`config.mk`:
```
export PLATFORM = sky130hd
export DESIGN_NAME = lpht_fifo
export DESIGN_NICKNAME = d
export VERILOG_FILES = /design/src/design/lpht_fifo.sv
export SDC_FILE = /design/constraint.sdc
export NUM_CORES = 1
export LEC_CHECK = 0
export ABC_CLOCK_PERIOD_IN_PS = 2420
export BUFFER_PORTS_ARGS = -buffer_cell sky130_fd_sc_hd__buf_4
export CORE_MARGIN = 3
export CORE_UTILIZATION = 52
export CTS_CLUSTER_DIAMETER = 40
export DETAILED_ROUTE_END_ITERATION = 7
export HOLD_SLACK_MARGIN = 0.03
export MAX_ROUTING_LAYER = met4
export PLACE_DENSITY = 0.8
export SYNTH_ARGS = -nofsm -noshare
export SYNTH_HDL_FRONTEND = slang
export SYNTH_SLANG_ARGS = --single-unit
```
`constraint.sdc`:
```
create_clock -name clk -period 2.42 [get_ports clk]
set_clock_uncertainty 0.05 [all_clocks]
set_input_delay 0.363 -clock clk [delete_from_list [all_inputs] [get_ports clk]]
set_output_delay 0.363 -clock clk [all_outputs]
set_load 0.05 [all_outputs]
```
`src/design/lpht_fifo.sv`:
```
// Two-entry queue that decouples the front end from the probe engine.
// Depends on nothing.
`default_nettype none

module lpht_fifo #(
	parameter int WIDTH = 8
) (
	input  logic             clk,
	input  logic             arst_n,
	input  logic             push,
	input  logic [WIDTH-1:0] wdata,
	output logic             push_ready,
	input  logic             pop,
	output logic [WIDTH-1:0] rdata,
	output logic             valid
);

	logic [WIDTH-1:0] mem_q [2];
	logic             wr_q;
	logic             rd_q;
	logic [1:0]       cnt_q;
	logic             do_push;
	logic             do_pop;

	assign push_ready = (cnt_q != 2'd2);
	assign valid      = (cnt_q != 2'd0);
	assign rdata      = mem_q[rd_q];
	assign do_push    = push && push_ready;
	assign do_pop     = pop && valid;

	always_ff @(posedge clk or negedge arst_n) begin
		if (!arst_n) begin
			wr_q  <= 1'b0;
			rd_q  <= 1'b0;
			cnt_q <= 2'd0;
		end else begin
			if (do_push) begin
				wr_q <= ~wr_q;
			end
			if (do_pop) begin
				rd_q <= ~rd_q;
			end
			if (do_push && !do_pop) begin
				cnt_q <= cnt_q + 2'd1;
			end else if (do_pop && !do_push) begin
				cnt_q <= cnt_q - 2'd1;
			end
		end
	end

	always_ff @(posedge clk) begin
		if (do_push) begin
			mem_q[wr_q] <= wdata;
		end
	end

endmodule

`default_nettype wire

```
# Word-level counts from Yosys, hierarchy flattened
# Memory sizes are Yosys's and may differ from the RTL's.
# Cells that the tools add are included.
[op_classes]
add_sub_neg = 2
n_eq_ne = 1
n_mux = 4
bitwise_logic = 2
reduce_logical = 8
[op_table]
columns = ["operator", "n"]
rows = [
  ["logical AND 1 bit", 4],
  ["two-way mux 2 bit", 2],
  ["nonzero test 2 bit", 2],
  ["adder 2 x 1 -> 2 bit (second input constant)", 1],
  ["zero test 1 bit", 2],
  ["two-way mux 1 bit", 2],
  ["inequality test 2 bit (second input constant)", 1],
  ["NOT 1 bit", 2],
  ["subtractor 2 x 1 -> 2 bit (second input constant)", 1],
]
[totals]
reg_bits = 4
mem_bits_rw = 16
input_bits = 12
output_inout_bits = 10
wordCells = 21
memories = 1
[memory_table]
columns = ["memory", "words", "word_bits", "rd", "rd_ports_with_merged_regs", "wr", "line_no", "rtl"]
rows = [
  ["mem_q", 2, 8, 1, 0, 1, "18", "logic [WIDTH-1:0] mem_q [2];"],
]

# Logic depth before layout (Yosys ltp)
[logic_depth]
word_depth = 6
mapped_depth = 7
depth_no_buf = 7

# Worst setup path after synthesis
# Ideal clock, no wire load.
[synth_path]
path_kind = "register -> register"
start = "reg cnt_q[0]"
end = "mem mem_q[0][0], enable pin"
setup_ns = 0.370
arrival_time_ns = 1.131
required_ns = 2.000
path_slack_ns = 0.869
path_stages_with_launch = 4
n_path_buf = 0
synth_period_minus_slack_ns = 1.551
path_cell_list = "dfrtp_1 -> nand2b_4 -> nand2_1 -> nor2_1"
[synth_via]
elab_chain_len = 4
[synth_lines]
columns = ["element", "line_no", "rtl"]
rows = [
  ["start, declared", "21", "logic [1:0] cnt_q;"],
  ["start signal, assigned", "44", "cnt_q <= cnt_q + 2'd1;"],
  ["start signal, assigned", "46", "cnt_q <= cnt_q - 2'd1;"],
  ["inequality test 2 bit", "25", "assign push_ready = (cnt_q != 2'd2);"],
  ["net push_ready", "12", "output logic push_ready,"],
  ["logical AND 1 bit", "28", "assign do_push = push && push_ready;"],
  ["two-way mux 1 bit", "52", "if (do_push) begin"],
  ["two-way mux 1 bit (not written as such)", "53", "mem_q[wr_q] <= wdata;"],
  ["end, declared", "18", ""],
]
# The timed path passes the listed nets, and every way through them passes these cells.

# Worst setup path after layout
[layout_path]
start = "reg rd_q"
end = "out rdata[0]"
[layout_via]
elab_chain_len = 1
[layout_lines]
columns = ["element", "line_no", "rtl"]
rows = [
  ["start, declared", "20", "logic rd_q;"],
  ["start signal, assigned", "41", "rd_q <= ~rd_q;"],
  ["memory (2 x 8 bit)", "n/a", ""],
  ["end, declared", "14", "output logic [WIDTH-1:0] rdata,"],
]
# Every way passes these cells.

==> run metrics <==
WL/cell 13.80 µm; FF+latch count, synth 20; CTS tree done; number of inserted diodes 0; routed vias 432; Max Fclk 542.9 MHz; number of buffers created by CTS 3; initial antenna violation count 0; top_reg_cell synth edfxtp_1; worst reg-to-reg path cell count 3; Hold Crit Depth 1; Residual DRC 0; largest net degree at the start of global routing 12; Die Span X 44.91 µm; Worst path slowest cell dfrtp_1; first-pass GRT wire length 2042 µm; min-delay src wdata[2]; synth top area cells edfxtp_1 61%, dfrtp_1 13%, mux2_2 11%; Pwr Density 1376 nW/µm²; grt ovf 0; layout cells sized above 1 51.47%; Final Cell Area 994.7 µm²; post-synth net total 56; reg-to-reg setup timing slack between 0.8 and 0.9 ns; total of max-cap violations 0; Root Buffer clkbuf_4; fin worst setup slack 0.5781 ns; GP Congestion 0.6260; final hold vios 0; Post-Syn Area 787.0 µm²; vias in the first global route between 400 and 500; Async S/R FF share, synth between 20% and 30%; Post-Synthesis Cells 43; endpoints failing setup 0; post-route clock period utilization 76.11%; CP Cell Sequence mux2_2, buf_4; Die Y 44.91 µm; Initial Util approximately 58%; slowest stage delay, CP 0.58 ns; Worst R2R End mem_q[0][0]; number of synthesis warnings 0; Max Fanout on Critical Path 9; Final Slew Violations 0; H-tree depth 1; wirelength, routed 1145 µm; DP HPWL around 930 µm; Yosys top cell by area edfxtp_1; status completed; CP required 2.01 ns; hold crit path type in -> reg; die area ~2000 µm²; CP delay by family, top flip-flops; critical path class reg -> out; Post-CTS Setup Bufs 0; top-count cell post-synth edfxtp_1; Total GRT Usage approximately 14%; Slew HR 56.44%; Port Buffers 21; static leakage 0.0004073 µW; # clock sinks 20; Sum Neg Setup Slack 0 ns; CP arrival 1.43 ns; Tot Pwr 1369 µW; boundary pin count 22; dpl ws 0.8006 ns; initial DRC count 6; WHS Endpoint mem_q[1][2]; WP buf/inv 1; RSZ-0062 raised after global routing no; most instantiated cells after synthesis 16 x edfxtp_1, 8 x mux2_2, 4 x dfrtp_1; fillcell total roughly 110; Min Hold Slack around 0.21 ns; VDD IR max 0.7875 mV; Worst-Margin Slew 0.6510 ns; P&R area growth vs syn 26.39%; DR pass1 iterations 4; Clock Latency Late Sink 0.28 ns; CTS clock-pin slew for the worst setup and hold paths 0.10 ns; Post-Syn Area per Cell 18.30 µm²; nets 82; via/cell ratio ~5.2; row count 13; share of the synthesized area in the top cell type 61.05%; Yosys cell types 14; critical path depth 2; Worst Setup Start Kind register; Post-synth EDFFs 16; CTS Buffer Depth 2; crit end category primary output; sequential fraction of the synthesis area between 70% and 80%; Final min period around 1.8 ns; Placed Area 958.4 µm²; r2r startpoint cnt_q[0]; Core Area 1366 µm²; antenna-violating nets left 0
area by class of cell:
type | instances | area [µm²] | share of cell area (%)
sequential | 20 | 580.6 | 58.36
multi-input combinational | 21 | 197.7 | 19.87
timing repair buffer | 22 | 167.7 | 16.86
clock buffer | 3 | 22.52 | 2.264
tap | 15 | 18.77 | 1.887
clock inverter | 1 | 3.754 | 0.3774
inverter | 1 | 3.754 | 0.3774
power breakdown:
part	internal (µW)	switching, µW
clock network	59.8	88.2
logic	254	413
registers	481	72.8
worst max-delay path by stage:
| stage | startpoint | end | slack (ns) |
|---|---|---|---|
| 2_1_floorplan | cnt_q[0] | mem_q[0][0] | 0.87 |
| 3_3_place_gp | cnt_q[0] | mem_q[0][2] | 0.78 |
| 3_5_place_dp | cnt_q[0] | mem_q[0][2] | 0.80 |
| 4_1_cts | rd_q | rdata[0] | 0.55 |
| 5_1_grt | rd_q | rdata[7] | 0.50 |
| 6_report | rd_q | rdata[0] | 0.58 |
cells by family after synthesis:
kind of cell  count (synthesis)  synth area share, %
xor+xnor                      5                5.565
fa+ha+maj                     1                1.590
buf+inv                       2                1.112
flops                        20                73.77
mux                           8                11.45
simple gates                  7                6.518
cells in the final DEF (no fill, tap or decap):
cell,Yosys,final
nand2_4,1,1
buf_4,0,21
clkinv_1,0,1
xor2_1,2,2
nand2_1,1,1
dlygate4sd3_1,0,1
nor2_1,2,2
and3_1,1,1
nand2b_4,1,1
clkbuf_4,0,3
ha_1,1,1
dfrtp_1,4,4
inv_1,1,1
mux2_2,8,8
or2_4,1,1
xnor2_1,3,3
edfxtp_1,16,16
worst register-to-register path, cell delays in order (launching register included):
cell      delay (ns)
dfrtp_1         0.43
nand2b_4        0.16
nand2_1         0.09
nor2_1          0.52
state kept, by name (all words and copies together) (netlist names):
register	count
mem_q	16
cnt_q	2
rd_q	1
wr_q	1
per-stage QoR:
step / instances / util (%)
2_1_floorplan: 43 / -
3_3_place_gp: 78 / 70.15
3_5_place_dp: 78 / 70.15
4_1_cts: 83 / 72.80
5_1_grt: 83 / 72.80
6_report: 83 / 72.80
what timing repair did:
item                      4_1_cts  5_1_grt
gates resized for setup         0        0
hold buffers                    1        0
hold endpoints to repair        4        0
routing by layer:
metal | wire length (µm) | GRT usage (%) | share of wire, % | vias up
li1 | - | - | - | 207
met1 | 427 | 16.44 | 37 | 210
met2 | 656 | 25.50 | 57 | 13
met3 | 57 | 2.390 | 5.0 | 2
met4 | 4 | 5.263 | 0.35 | 0
met5 | 0 | - | 0 | -
(Power assumes the default switching activity.)
