`src/design/lpht_pkg.sv`:
```
// Shared types and constants for the linear-probe hash table unit.
// Depends on nothing; the files that use it refer to it by scoped names.
`default_nettype none

package lpht_pkg;

	localparam logic [63:0] GOLDEN = 64'h9e3779b97f4a7c15;
	localparam logic [63:0] MIX1   = 64'hbf58476d1ce4e5b9;
	localparam logic [63:0] MIX2   = 64'h94d049bb133111eb;

	localparam int SPARSITY  = 4;
	localparam int LIMIT_MAX = 2047;
	localparam int OCC_W     = 11;

	localparam logic [1:0] OP_GET = 2'd0;
	localparam logic [1:0] OP_PUT = 2'd1;
	localparam logic [1:0] OP_DEL = 2'd2;

	localparam logic [1:0] ST_BLANK  = 2'd0;
	localparam logic [1:0] ST_ACTIVE = 2'd1;
	localparam logic [1:0] ST_TOMB   = 2'd2;

	localparam logic [1:0] STS_OK   = 2'd0;
	localparam logic [1:0] STS_MISS = 2'd1;
	localparam logic [1:0] STS_FULL = 2'd2;
	localparam logic [1:0] STS_NULL = 2'd3;

	localparam logic [1:0] KIND_WALK  = 2'd0;
	localparam logic [1:0] KIND_NULL  = 2'd1;
	localparam logic [1:0] KIND_BADOP = 2'd2;

	typedef struct packed {
		logic [1:0]  kind;
		logic [1:0]  opcode;
		logic [63:0] key;
		logic [31:0] value;
	} job_t;

endpackage

`default_nettype wire

```
`src/design/lpht_ifs.sv`:
```
// Channel interfaces of the hash table unit: request, response and configuration.
// Depends on nothing.
`default_nettype none

interface lpht_req_if;
	logic        valid;
	logic        ready;
	logic [1:0]  opcode;
	logic [63:0] key;
	logic [31:0] value;
	modport source(output valid, output opcode, output key, output value, input ready);
	modport sink(input valid, input opcode, input key, input value, output ready);
endinterface


`default_nettype wire

```
`src/design/lpht_front.sv`:
```
// Front end: accepts requests, classifies them and computes the home slot hash.
// Depends on lpht_pkg and lpht_ifs.
`default_nettype none

module lpht_front #(
	parameter int LOG2_CAPACITY = 10
) (
	input  logic                     clk,
	input  logic                     arst_n,
	input  logic                     hold,
	lpht_req_if.sink                 req,
	output logic                     push,
	output lpht_pkg::job_t           push_job,
	output logic [LOG2_CAPACITY-1:0] push_slot,
	input  logic                     push_ready
);

	localparam logic [1:0] F_IDLE = 2'd0;
	localparam logic [1:0] F_MUL  = 2'd1;
	localparam logic [1:0] F_PUSH = 2'd2;

	logic [1:0]  state_q;
	logic [1:0]  step_q;
	logic        phase_q;
	lpht_pkg::job_t job_q;
	logic [63:0] x_q;
	logic [63:0] acc_q;
	logic [63:0] p_q;
	logic [LOG2_CAPACITY-1:0] slot_q;

	logic        accept;
	logic [1:0]  new_kind;
	logic [63:0] xa;
	logic [63:0] mix_c;
	logic [31:0] mul_a;
	logic [31:0] mul_b;
	logic [63:0] mul_p;
	logic [63:0] prod_sum;
	logic [63:0] hfin;

	assign req.ready = (state_q == F_IDLE) && !hold;
	assign accept    = req.valid && req.ready;

	always_comb begin
		if (req.opcode == lpht_pkg::OP_PUT && req.value == 32'd0) begin
			new_kind = lpht_pkg::KIND_NULL;
		end else if (req.opcode != lpht_pkg::OP_GET && req.opcode != lpht_pkg::OP_PUT &&
			req.opcode != lpht_pkg::OP_DEL) begin
			new_kind = lpht_pkg::KIND_BADOP;
		end else begin
			new_kind = lpht_pkg::KIND_WALK;
		end
	end

	assign xa    = req.key + lpht_pkg::GOLDEN;
	assign mix_c = phase_q ? lpht_pkg::MIX2 : lpht_pkg::MIX1;

	always_comb begin
		case (step_q)
			2'd1: begin
				mul_a = x_q[63:32];
				mul_b = mix_c[31:0];
			end
			2'd2: begin
				mul_a = x_q[31:0];
				mul_b = mix_c[63:32];
			end
			default: begin
				mul_a = x_q[31:0];
				mul_b = mix_c[31:0];
			end
		endcase
	end

	assign mul_p    = {32'd0, mul_a} * {32'd0, mul_b};
	assign prod_sum = acc_q + {p_q[31:0], 32'd0};
	assign hfin     = prod_sum ^ (prod_sum >> 31);

	always_ff @(posedge clk or negedge arst_n) begin
		if (!arst_n) begin
			state_q <= F_IDLE;
			step_q  <= 2'd0;
			phase_q <= 1'b0;
		end else begin
			case (state_q)
				F_IDLE: begin
					if (accept) begin
						state_q <= (new_kind == lpht_pkg::KIND_WALK) ? F_MUL : F_PUSH;
						step_q  <= 2'd0;
						phase_q <= 1'b0;
					end
				end
				F_MUL: begin
					step_q <= step_q + 2'd1;
					if (step_q == 2'd3) begin
						phase_q <= ~phase_q;
						if (phase_q) begin
							state_q <= F_PUSH;
						end
					end
				end
				F_PUSH: begin
					if (push_ready) begin
						state_q <= F_IDLE;
					end
				end
				default: begin
					state_q <= F_IDLE;
				end
			endcase
		end
	end

	always_ff @(posedge clk) begin
		if (accept) begin
			job_q.kind   <= new_kind;
			job_q.opcode <= req.opcode;
			job_q.key    <= req.key;
			job_q.value  <= req.value;
			x_q          <= xa ^ (xa >> 30);
			slot_q       <= '0;
		end
		if (state_q == F_MUL) begin
			p_q <= mul_p;
			case (step_q)
				2'd1: begin
					acc_q <= p_q;
				end
				2'd2: begin
					acc_q <= prod_sum;
				end
				2'd3: begin
					if (!phase_q) begin
						x_q <= prod_sum ^ (prod_sum >> 27);
					end else begin
						slot_q <= hfin[LOG2_CAPACITY-1:0];
					end
				end
				default: begin
				end
			endcase
		end
	end

	assign push      = (state_q == F_PUSH);
	assign push_job  = job_q;
	assign push_slot = slot_q;

endmodule

`default_nettype wire

```
`src/flat_wrapper.sv`:
```
// flat-port wrapper written by rule: the top's interface ports become plain ports
module lpht_front_flat 
#(
	parameter int LOG2_CAPACITY = 10
)
  (clk, arst_n, hold, push, push_job, push_slot, push_ready, req_valid, req_opcode, req_key, req_value, req_ready);
  lpht_req_if req_i ();
  input  logic clk;
  input  logic arst_n;
  input  logic hold;
  output logic push;
  output lpht_pkg::job_t push_job;
  output logic [LOG2_CAPACITY-1:0] push_slot;
  input  logic push_ready;
  input wire logic [$bits(req_i.valid)-1:0] req_valid;
  input wire logic [$bits(req_i.opcode)-1:0] req_opcode;
  input wire logic [$bits(req_i.key)-1:0] req_key;
  input wire logic [$bits(req_i.value)-1:0] req_value;
  output wire logic [$bits(req_i.ready)-1:0] req_ready;
  assign req_i.valid = req_valid;
  assign req_i.opcode = req_opcode;
  assign req_i.key = req_key;
  assign req_i.value = req_value;
  assign req_ready = req_i.ready;
  lpht_front #(.LOG2_CAPACITY(LOG2_CAPACITY)) u_core (.clk(clk), .arst_n(arst_n), .hold(hold), .req(req_i), .push(push), .push_job(push_job), .push_slot(push_slot), .push_ready(push_ready));
endmodule
```
`config.mk`:
```
export PLATFORM = sky130hd
export DESIGN_NAME = lpht_front_flat
export DESIGN_NICKNAME = d
export VERILOG_FILES = /design/src/design/lpht_pkg.sv /design/src/design/lpht_ifs.sv /design/src/design/lpht_front.sv /design/src/flat_wrapper.sv
export SDC_FILE = /design/constraint.sdc
export NUM_CORES = 2
export LEC_CHECK = 0
export BUFFER_PORTS_ARGS = -buffer_cell sky130_fd_sc_hd__buf_2
export CAP_MARGIN = 10
export CORE_ASPECT_RATIO = 1.75
export CORE_MARGIN = 10
export CORE_UTILIZATION = 55
export CTS_CLUSTER_DIAMETER = 60
export DETAILED_ROUTE_END_ITERATION = 10
export HOLD_SLACK_MARGIN = 0.02
export PLACE_DENSITY = 0.72
export SYNTH_ARGS = -nofsm -noshare
export SYNTH_HDL_FRONTEND = slang
export SYNTH_SLANG_ARGS = --single-unit
```
`constraint.sdc`:
```
create_clock -name clk -period 11.3 [get_ports clk]
set_clock_uncertainty 0.2 [all_clocks]
set_input_delay 1.13 -clock clk [delete_from_list [all_inputs] [get_ports clk]]
set_output_delay 1.13 -clock clk [all_outputs]
set_load 0.02 [all_outputs]
```
## Yosys cells after proc, flatten, opt, wreduce, memory -nomap -nowiden

Index checks and enable logic that the tools add are counted.

| storage, ports and cells | value |
|---|---|
| input bits | 103 |
| register bits | 307 |

| operators by class | value |
|---|---|
| add/sub/neg operators | 3 |
| equal/unequal tests | 12 |
| reduce and logical (&&, ||, !) cells | 16 |
| $mul | 1 |
| bitwise logic cells | 4 |
| multiplexer cells | 25 |

Operator list:

| kind | count |
|---|---|
| $mux W64 | 4 |
| $pmux W64 S2 | 1 |
| $add A64 B64 Y64 | 1 |
| $add A64 B64 Y64 const B | 1 |
| $mul A32 B32 Y64 | 1 |
| $mux W32 | 2 |
| $xor A64 B34 Y64 | 1 |
| $xor A64 B37 Y64 | 1 |
| $mux W62 | 1 |
| $mux W10 | 4 |
| $logic_not A32 Y1 | 1 |
| $mux W2 | 8 |
| $ne A2 B1 Y1 const B | 5 |
| $xor A10 B10 Y10 | 1 |
| $eq A2 B1 Y1 const B | 3 |
| $eq A2 B2 Y1 const B | 3 |
| $pmux W2 S3 | 1 |
| $reduce_bool A2 Y1 | 3 |
| $logic_and A1 B1 Y1 | 5 |
| $logic_not A2 Y1 | 2 |
| $pmux W2 S2 | 1 |
| $reduce_and A2 Y1 | 2 |
| $reduce_and A4 Y1 | 1 |
| $reduce_and A3 Y1 | 1 |
| other kinds (6) | 7 |

## Longest topological paths before layout

| depth | value |
|---|---|
| word-level depth | 9 |
| mapped depth | 39 |

## Worst setup path after synthesis

No wires, ideal clock.

| timing | value |
|---|---|
| path kind | register -> register |
| start | register u_core.step_q[1] |
| end | register u_core.p_q[61], data pin |
| data required time | 10.965 ns |
| path buffers | 3 |
| cell stages (with the launch flop) | 35 |
| path slack | 2.096 ns |
| arrival | 8.869 ns |
| clock period less this slack | 9.204 ns |
| cell sequence | dfrtp_1 > inv_1 > ha_1 > clkbuf_1 > clkbuf_1 > buf_1 > mux2i_1 > inv_1 > nand2_1 > inv_1 > fa_1 > inv_1 > fa_1 > inv_1 > fa_1 > inv_1 > fa_1 > inv_1 > fa_1 > fa_1 > fa_1 > inv_1 > fa_1 > inv_1 > ha_1 > a21o_1 > a21o_1 > a21oi_1 > nand2_1 > or2_2 > o31ai_4 > o31a_4 > o2bb2ai_2 > or4b_1 > nand3_1 |

| between the ends | value |
|---|---|
| cells in the longest elaborated chain, start to end | 3 |
| elaborated cells between the ends (all ways) | 5 |
| those cells by class | mul (1); eq/ne (2); mux (2) |

Ends and longest elaborated chain:

| element | RTL line | source |
|---|---|---|
| start: declaration | lpht_front.sv:23 | `logic [1:0] step_q;` |
| start signal: assignment | lpht_front.sv:94 | `step_q <= step_q + 2'd1;` |
| $eq A2 B1 Y1 / $eq A2 B2 Y1 (equally long branches) | lpht_front.sv:59 | `case (step_q)` |
| $mux W32 | lpht_front.sv:59 |  |
| $mul A32 B32 Y64 (*) | lpht_front.sv:75 | `assign mul_p = {32'd0, mul_a} * {32'd0, mul_b};` |
| named net u_core.mul_p[61] | lpht_front.sv:37 | `logic [63:0] mul_p;` |
| end signal: assignment | lpht_front.sv:124 | `p_q <= mul_p;` |
| end: declaration | lpht_front.sv:28 | `logic [63:0] p_q;` |

The timed path passes the listed nets; every way through them passes the cells marked *.
A chain may end at the register's enable or synchronous reset.

## Worst setup path after layout

| timing | value |
|---|---|
| start | register u_core.step_q[1] |
| end | register u_core.p_q[54], data pin |

The elaborated chain is that of the path after synthesis.

==> summary.txt <==
Flow run
  – Max Cap Viol: 0

Status
  – Status: finished, final reports clean

Final layout
  – Commonest non-fill, non-tap cell in the layout: inv_1
  – Share of layout cells above drive strength 1: 9.22%
  – Most frequent cells in the layout: 1,048 x inv_1, 801 x fa_1, 383 x ha_1
  – Final non-filler cell area: 0.0473 mm^2
  – Area Overhead vs Synth: 7.40%
  – # nets final: slightly below 6,000

Clock tree
  – CTS HTree Levels: 1
  – Clock slew at reported path FFs: 0.08 ns
  – Setup Buffers After CTS: 0
  – Root Driver: clkbuf_16
  – CTS Buf Count: 23
  – CTS Hold Bufs: 0
  – Clk Latency, worst-skew pair: 0.59 ns
  – CTS tree: yes
  – CTS resizes: 0
  – CTS sink count: 307
  – CTS Buffer Depth: 3

Placed design
  – Port bufs: 214
  – Final Wtd Congestion: about 1.1
  – DP Area: 0.0465 mm^2
  – Dpl hpwl: 149,000 um

Floorplanning
  – I/O pin count: 215
  – Initial Util: 55.3%
  – Die height: 395 um
  – DIE WIDTH: 234 um
  – Rows: between 100 and 150
  – Core Box Area: 0.0797 mm^2
  – DIE AREA: 0.0923 mm^2

Setup path
  – Crit path launch type: flip-flop
  – Reg-to-reg startpoint: u_core.step_q[1]$_DFFE_PN0P_
  – Reg-to-reg slack, setup: 1.01 ns
  – CP required: between 10 and 15 ns
  – Max incr delay on CP: 0.59 ns
  – Reg2reg end: u_core.p_q[54]$_DFFE_PP_
  – CP Capture Type: flip-flop
  – Crit path DAT: around 10 ns
  – CP Max Fanout: 18
  – Reg2Reg Depth: 33
  – Setup CP Type: reg2reg
  – Largest delay share family, worst path: adder cells
  – Crit-path slowest cell: fa_1
  – Worst Path Buf+Inv: 9

STA
  – Final max-slew violation count: 0
  – Fin crit share: 91.0%
  – Worst slew pin tran: ~1.3 ns
  – Total negative slack: 0 ns
  – Max Clk Rate: ~0.097 GHz
  – Unrepaired setup endpoints after global routing: false
  – Slew Limit Headroom: 9.58%
  – Post-layout min period: around 10 ns
  – Final count of negative-setup-slack endpoints: 0
  – Final hold violations: 0

Global route
  – Global-route wire length before repair: 247,000 um
  – GR Util All Layers: 38.0%
  – Antenna violations before repair: 5
  – Remaining global-route overflow: 0
  – Largest net degree at the start of global routing: 105
  – Vias in the first global route: 36,200

Synth
  – Syn_area_per_cell: 9.95 um^2
  – Post-synth EDFFs: roughly 230
  – Async SR Flop Fraction: 1.63%
  – Syn Std Cell Area: 0.0441 mm^2
  – Ys flop type: edfxtp_1
  – Syn Nets: 5,720
  – Post-synthesis register bit count: 307
  – Sequential element share of the synthesized area: 19.2%
  – Ys Warns: 0
  – Cells after Synth: between 4,000 and 5,000
  – Post-synthesis cell type count: 90

Route
  – DR vias/cell: 5.86
  – Pre-Repair DR Iteration Count: 7
  – Wire per inst: 30.7 um
  – DRC violations left: 0
  – DR iter-0 viols: 2,841
  – Antenna-violating nets left: 0
  – Overall routed net length: 174,000 um
  – Via count: 33,200

Hold path
  – HP Class: in2async
[stage by stage]
stage          hold slack [ns]  utilization, %  setup WS (ns)  std cells
2_1_floorplan            0.241               -           2.10       4430
3_3_place_gp             0.253            58.3           1.11       5618
3_5_place_dp             0.260            58.3           1.04       5618
4_1_cts                  0.168            59.4           1.05       5660
5_1_grt                  0.173            59.4          0.533       5662
6_report                 0.165            59.4           1.01       5662
[synthesized netlist by cell type (19+ instances only)]
cell / number / area [um^2]
edfxtp_1: 228 / 6850
clkbuf_1: 100 / 375
mux2_2: 49 / 552
dfxtp_1: 74 / 1480
and3_1: 19 / 119
a31oi_1: 28 / 175
nand4_1: 19 / 119
buf_1: 24 / 90.1
nor2_1: 358 / 1340
nand3_1: 44 / 220
nor2b_1: 47 / 294
nand2b_1: 20 / 125
xor2_1: 67 / 587
o21ai_0: 139 / 696
inv_1: 1050 / 3940
o22ai_1: 24 / 150
nor3_1: 38 / 190
fa_1: 801 / 16000
nand2_1: 270 / 1010
a21o_1: 47 / 353
ha_1: 386 / 4830
a21oi_1: 159 / 796
xnor2_1: 160 / 1400
o211ai_1: 22 / 165
[worst max-delay path by stage]
stage	from	depth (start not counted)	slack [ns]	end
after floorplan	u_core.step_q[1]$_DFFE_PN0P_	34	2.10	u_core.p_q[61]$_DFFE_PP_
after global placement	u_core.step_q[1]$_DFFE_PN0P_	33	1.11	u_core.p_q[54]$_DFFE_PP_
after detailed placement	u_core.step_q[1]$_DFFE_PN0P_	33	1.04	u_core.p_q[54]$_DFFE_PP_
after CTS	u_core.step_q[1]$_DFFE_PN0P_	33	1.05	u_core.p_q[54]$_DFFE_PP_
after global routing	u_core.step_q[1]$_DFFE_PN0P_	33	0.53	u_core.p_q[58]$_DFFE_PP_
final	u_core.step_q[1]$_DFFE_PN0P_	33	1.01	u_core.p_q[54]$_DFFE_PP_
[worst register-to-register path: cells and delay by family (launching register included)]
family,cells,cell delay [ns]
adders and majority gates,10,4.72
AOI/OAI and AO/OA,8,1.76
buffers and inverters,9,1.39
and+or+nand+nor,4,0.86
muxes,1,0.53
DFF,1,0.46
xor gates and xnor gates,1,0.15
[flip-flops by register name (all words and copies together), names as in the netlist]
| signal | count |
|---|---|
| u_core.state_q | 2 |
| u_core.p_q | 64 |
| u_core.x_q | 64 |
| u_core.step_q | 2 |
| u_core.push_slot | 10 |
| u_core.push_job | 100 |
| u_core.phase_q | 1 |
| u_core.acc_q | 64 |
[metal layers]
layer	vias up	track usage, %	wire length [um]
met4	8	40.3	23200
met5	-	0	50
met1	16400	35.9	51300
met3	708	6.40	12000
met2	1804	65.7	87100
li1	14200	-	-
[logic make-up (layout without fill, tap and decap cells)]
logic type	after synthesis	after routing	share of synthesized area [%]
adders and majority gates	1187	1187	47.3
AOI/OAI and AO/OA	561	561	8.14
other	0	1	0
buffers and inverters	1184	1373	10.1
and+or+nand+nor	899	899	9.11
muxes	64	64	1.59
DFF	307	307	19.2
xor gates and xnor gates	228	228	4.56
[layout make-up]
cell class	instances	area, um^2
inverters	1055	3970
diodes	1	2.50
clock inverters	17	248
clock buffers	25	593
flip-flops and latches	307	8450
repair buffers	276	1550
fillers	6980	32400
well taps	1042	1300
multi-input cells	2939	31200
Power is not shown: default switching activity piles up to over one toggle a cycle in this logic, so the estimate is an artifact.
